$ cat src/design/mia_pkg.sv
// Shared constants and word types for the matrix inverse adjugate unit.
package mia_pkg;

	localparam int MIA_MAX_SIZE = 4;
	localparam int LIMB_W = 32;
	localparam int LIMBS = 8;
	localparam int LIMB_AW = 3;
	localparam int WIDE_W = LIMB_W * LIMBS;
	localparam logic [2:0] SIZE_RESET = 3'd2;

	typedef struct packed {
		logic signed [31:0] element;
	} elem_word_t;

	typedef struct packed {
		logic signed [31:0] value;
		logic [1:0] out_row;
		logic [1:0] out_col;
		logic singular;
		logic last;
	} result_word_t;

endpackage

$ cat src/design/mia_div.sv
// Restoring divider, one quotient bit per cycle, with signed saturation to 32 bits.
module mia_div
	import mia_pkg::*;
#(
	parameter int WIDE = WIDE_W
) (
	input logic clk,
	input logic arst_n,
	input logic start,
	input logic neg,
	input logic [WIDE-1:0] num,
	input logic [WIDE-1:0] den,
	output logic done,
	output logic [31:0] quo
);

	localparam int CNW = $clog2(WIDE);

	logic busy_q;
	logic done_q;
	logic [CNW-1:0] cnt_q;
	logic [WIDE-1:0] num_q;
	logic [WIDE-1:0] den_q;
	logic [WIDE-1:0] rem_q;
	logic [31:0] q_q;
	logic ovf_q;
	logic neg_q;

	logic [WIDE:0] rem_n;
	logic [WIDE+1:0] diff;
	logic ge;
	logic [31:0] lim;

	assign rem_n = {rem_q, num_q[WIDE-1]};
	assign diff = {1'b0, rem_n} - {2'b00, den_q};
	assign ge = !diff[WIDE+1];

	always_ff @(posedge clk or negedge arst_n) begin
		if (!arst_n) begin
			busy_q <= 1'b0;
			done_q <= 1'b0;
		end else begin
			done_q <= 1'b0;
			if (start) begin
				busy_q <= 1'b1;
			end else if (busy_q && cnt_q == CNW'(WIDE - 1)) begin
				busy_q <= 1'b0;
				done_q <= 1'b1;
			end
		end
	end

	always_ff @(posedge clk) begin
		if (start) begin
			num_q <= num;
			den_q <= den;
			rem_q <= '0;
			q_q <= '0;
			ovf_q <= 1'b0;
			neg_q <= neg;
			cnt_q <= '0;
		end else if (busy_q) begin
			num_q <= num_q << 1;
			rem_q <= ge ? diff[WIDE-1:0] : rem_n[WIDE-1:0];
			q_q <= {q_q[30:0], ge};
			ovf_q <= ovf_q | q_q[31];
			cnt_q <= cnt_q + 1'b1;
		end
	end

	always_comb begin
		lim = neg_q ? 32'h8000_0000 : 32'h7fff_ffff;
		if (ovf_q || q_q > lim) begin
			quo = lim;
		end else begin
			quo = neg_q ? (32'd0 - q_q) : q_q;
		end
	end

	assign done = done_q;

endmodule

$ cat config.mk
export PLATFORM = sky130hd
export DESIGN_NAME = mia_div
export DESIGN_NICKNAME = d
export VERILOG_FILES = /design/src/design/mia_pkg.sv /design/src/design/mia_div.sv
export SDC_FILE = /design/constraint.sdc
export NUM_CORES = 2
export LEC_CHECK = 0
export ABC_AREA = 0
export BUFFER_PORTS_ARGS = -buffer_cell sky130_fd_sc_hd__clkbuf_2
export CORE_ASPECT_RATIO = 1.75
export CORE_MARGIN = 5
export CORE_UTILIZATION = 41
export CTS_CLUSTER_SIZE = 8
export DETAILED_ROUTE_END_ITERATION = 10
export HOLD_SLACK_MARGIN = 0.1
export PLACE_DENSITY = 0.59
export RECOVER_POWER = 25
export SLEW_MARGIN = 25
export SYNTH_ARGS = -nofsm -noshare
export SYNTH_HDL_FRONTEND = slang
export SYNTH_SLANG_ARGS = --single-unit
$ cat constraint.sdc
create_clock -name clk -period 9.3 [get_ports clk]
set_input_delay 0.465 -clock clk [delete_from_list [all_inputs] [get_ports clk]]
set_output_delay 0.465 -clock clk [all_outputs]
set_load 0.02 [all_outputs]
Word-level counts from Yosys, hierarchy flattened --
Index checks and enable logic that the tools add are counted.
Word-level totals: flip-flop bits (word level) 812, bits of input ports 516, output and inout port bits 33, logic and storage cells 30
Cells by class: add/sub/neg operators 3, magnitude comparators 1, eq/ne operators 1, mux-type cells 10, bitwise gates (word level) 1, reduce and logical (&&, ||, !) cells 5
Operators with widths (number):
- 256-bit two-way mux | 3
- 257-bit by 256-bit subtractor with 258-bit output | 1
- 32-bit two-way mux | 3
- 32-bit > comparator | 1
- 1-bit by 32-bit subtractor with 32-bit output, first input constant | 1
- 8-bit by 1-bit adder with 8-bit output, second input constant | 1
- 8-bit == test, second input constant | 1
- 1-bit two-way mux | 4
- 2-bit nonzero test | 2
- 1-bit logical AND | 1
- 1-bit zero test | 1
- 1-bit logical OR | 1
- 1-bit bitwise OR | 1

Longest topological paths before layout --
word-level depth 4, mapped depth 19, depth with buffers taken out 18

Worst setup path after synthesis --
Ideal clock, no wire load.
path type input to register, from in start, to reg rem_q[254], setup time 0.368 ns, arrival 6.221 ns, data required time 8.932 ns, path slack 2.711 ns, stages 5, path buffers 2, cells stage by stage clkbuf_1 -> nor2_1 -> clkbuf_1 -> inv_1 -> o221ai_1
RTL lines:
- start: declaration | line mia_div.sv:9 | input logic start,
- end signal: assignment | line mia_div.sv:64 | rem_q <= ge ? diff[WIDE-1:0] : rem_n[WIDE-1:0];
- end: declaration | line mia_div.sv:24 | logic [WIDE-1:0] rem_q;

Final worst setup path --
from in start, to reg done_q (netlist: done)
On the way: cells in the longest elaborated chain, start to end 1
RTL lines:
- 1-bit two-way mux | line mia_div.sv:44 | if (start) begin
- end signal: assignment | line mia_div.sv:41 | done_q <= 1'b0;
- end signal: assignment | line mia_div.sv:43 | done_q <= 1'b0;
- end signal: assignment | line mia_div.sv:48 | done_q <= 1'b1;
- end: declaration | line mia_div.sv:20 | logic done_q;
Every way passes these cells. A chain may end at the register's enable or synchronous reset.

==> out/qor.csv <==
metric,value,unit
Setup CP Type,input port to register,
Synth Area in Compound Gates,21.7,%
detailed-route via count,49400,
clock root cell,clkbuf_16,
final count of hold timing violations,0,
die area,135000,µm²
CP Data Arrival Time,7.02,ns
Post-Synth XOR/XNOR Area,4.14,%
worst hold path class,input port to register,
first-pass GRT wire length,309,mm
Synth Warn #,0,
Critical Path RT,9.69,ns
Synth Area in Adders,6.98,%
fin. max-slew vios,324,
ANT nets after route,0,
Setup TNS,0,ns
Final Cycle Share,71.3,%
Worst IR Drop VDD,0.000190,V
ys async rst share,0.246,%
R2R setup slack,3.02,ns
crit-path max cell delay,2.81,ns
RSZ-0062 raised after global routing,false,
CTS tree,done,
clock power share,23.4,%
P per Cell Area,264,nW/µm²
Sw Pwr,7.40,mW
# rows,173,
Residual DRC,0,
Combinational Power Share,47.6,%
initial core utilization,41.2,%
initial antenna violation count,20,
fillers,12100,
setup violators final,0,
WL/cell,24.6,µm
r2r endpoint,rem_q[188],
Layout Skew,0.0703,ns
worst skew pair latency,0.77,ns
violated checks,"capacitance limit, slew limit",
Min-Delay Endpoint,num_q[246],
biggest area consumer among synthesized cells,edfxtp_1,
hpwl dp,160,mm
Hold Path Depth,2,
final WL,211,mm
Vias/cell,5.76,
placed cell count,7853,
"Net Count, Synth",6747,
R2R cell count,17,
simple-gate area share of the yosys netlist,14.5,%
largest net degree at the start of global routing,205,
die width,280,µm
routability cong.,1.02,
I/O pin count,549,
dpl ws,3.06,ns
max cap viols,4,
nets@finish,7615,
hold buffers post-CTS,502,
"Buf+Inv Stages, Crit Path",2,
Worst Max-Slew Pin Slew,4.08,ns
fin crit period,6.63,ns
Resize count post-CTS,0,
Avg Inst Size Synth,8.80,µm²
Setup crit end kind,register,
Switching Fraction,43.4,%
P_leak,26.2,nW
Slowest cell on crit path,clkbuf_2,
total CTS buffers,112,
Setup Buffers After CTS,0,
hold path start,num[246],
status,"complete, but fails checks",
area delta synth->final,23.7,%
final critical-path setup slack,2.67,ns
reg2reg start,den_q[4],
Die Y,482,µm
Yosys cell types,80,
Total GRT Usage,29.9,%
Slew headroom,-172,%
top cell type's share of synthesized area,29.5,%
#FFs+latches synth,812,
"CTS clk-pin slew, worst paths",0.05,ns
CTS Sinks,812,
Clock Tree Buf Depth,3,
post-synthesis mux area share,6.63,%
critical path's top delay family,buffers and inverters,
H-tree level count,3,
drt initial violations,3295,
Setup crit start kind,input port,
first-pass iteration count of the detailed router,8,
register area share after synthesis,40.9,%
synth top area cells,"edfxtp_1 (29%), dfxtp_1 (11%), ha_1 (6.9%)",
vias in the first global route,50800,
register share of total power,29.0,%
Final Non-Filler Cells,8583,
P_int,9.65,mW
top_reg_cell synth,edfxtp_1,
number of synthesized flops with an enable pin,513,
CP Cell Sequence,clkbuf_1 -> clkbuf_2 -> nor3_1,
main combinational cell family by area after synthesis,compound AO/OA/AOI/OAI gates,
share of cells above drive strength 1,13.6,%
IO buf count,548,
area of the mapped netlist,52300,µm²
Core ar.,127000,µm²
"critical path fanouts, max",160,
Max Clock Freq,151,MHz
grt ovf,0,
Syn Inst Count,5940,
==> through the flow <==
| step | power, mW | area, µm² | hold slack (ns) | util [%] |
|---|---|---|---|---|
| 6_report | 17.0 | 64600 | 0.152 | 51.0 |
| 4_1_cts | 17.0 | 64700 | 0.102 | 51.0 |
| 2_1_floorplan | 10.2 | 52300 | 0.169 | - |
| 5_1_grt | 18.0 | 64600 | 0.117 | 51.0 |
| 3_3_place_gp | 12.7 | 56300 | 0.260 | 44.4 |
| 3_5_place_dp | 12.7 | 56300 | 0.256 | 44.4 |
==> flip-flops by register name (all words and copies together) (netlist names) <==
name    flops
done        1
num_q     256
busy_q      1
neg_q       1
q_q        32
rem_q     256
den_q     256
cnt_q       8
ovf_q       1
==> worst max path at each step <==
stage / end / from / cells past startpoint / slack, ns
5_1_grt: busy_q / start / 4 / 2.23
4_1_cts: quo[25] / neg_q / 16 / 2.90
2_1_floorplan: rem_q[254] / start / 5 / 2.71
6_report: done / start / 3 / 2.67
3_5_place_dp: rem_q[168] / den_q[4] / 17 / 3.06
3_3_place_gp: rem_q[226] / den_q[4] / 16 / 2.88
==> power groups by stage <==
stage	sequential (mW)	combinational (mW)	clock [mW]
after global routing	5.00	8.74	4.24
after detailed placement	4.98	7.76	0
final	4.94	8.11	3.99
after global placement	4.97	7.76	0
after CTS	4.92	7.99	4.09
after floorplan	4.84	5.38	0
==> final cells by class <==
class	count	area, µm²	share of cell area (%)
multi-input cells	4422	28300	43.8
clock inverters	8	219	0.339
diodes	15	37.5	0.0581
flip-flops and latches	812	21400	33.1
well taps	1662	2080	3.22
inverters	368	1390	2.15
clock buffers	204	3160	4.89
repair buffers	1092	8070	12.5
==> metal layers <==
metal / share of wire [%] / vias up / wire (µm) / global-route usage [%]
met2: 51 / 1910 / 108000 / 55.6
met5: 0.020 / - / 43 / 0
met4: 9.1 / 8 / 19200 / 22.0
met1: 35 / 23400 / 73300 / 30.2
li1: - / 23400 / - / -
met3: 5.1 / 660 / 10700 / 4.37
==> cells by family after synthesis <==
group / Yosys count
xor gates and xnor gates: 247
and+or+nand+nor: 1715
AOI/OAI and AO/OA: 1855
adders and majority gates: 291
buffers and inverters: 706
DFF: 812
muxes: 314
==> Yosys cell counts (all sizes together) (19+ instances only) <==
cell,count
a211oi,148
a21boi,33
a21o,110
a21oi,666
a22oi,24
a311oi,25
a31oi,40
clkbuf,322
dfxtp,297
edfxtp,513
ha,290
inv,368
mux2,256
mux2i,58
nand2,532
nand3,49
nand4,168
nor2,687
nor2b,19
nor3,97
nor4,33
o211ai,46
o21a,37
o21ai,446
o21bai,102
o311ai,23
o31ai,38
or3,29
xnor2,149
xor2,98
==> cell usage in the layout, fill, tap and decap left out, types with 18 or more instances in the layout <==
cell type	count
o311ai_0	21
or3_1	23
a21oi_1	666
xnor2_1	149
o211ai_1	46
nand3_1	48
o21ai_0	444
dfxtp_1	297
xor2_1	98
o21bai_1	102
nor3_1	97
clkbuf_2	465
o31ai_1	36
mux2i_1	58
ha_1	290
inv_1	367
nor2b_1	19
edfxtp_1	513
mux2_2	256
clkbuf_16	112
nor4_1	32
nand4_1	168
o21a_1	37
a311oi_1	24
nand2_1	531
clkbuf_1	177
a31oi_1	40
a211oi_1	148
a21boi_0	33
a21o_1	110
dlygate4sd3_1	503
a22oi_1	24
and3_1	18
nor2_1	683
buf_4	31
No activity file was read; power rests on OpenSTA's default activity.
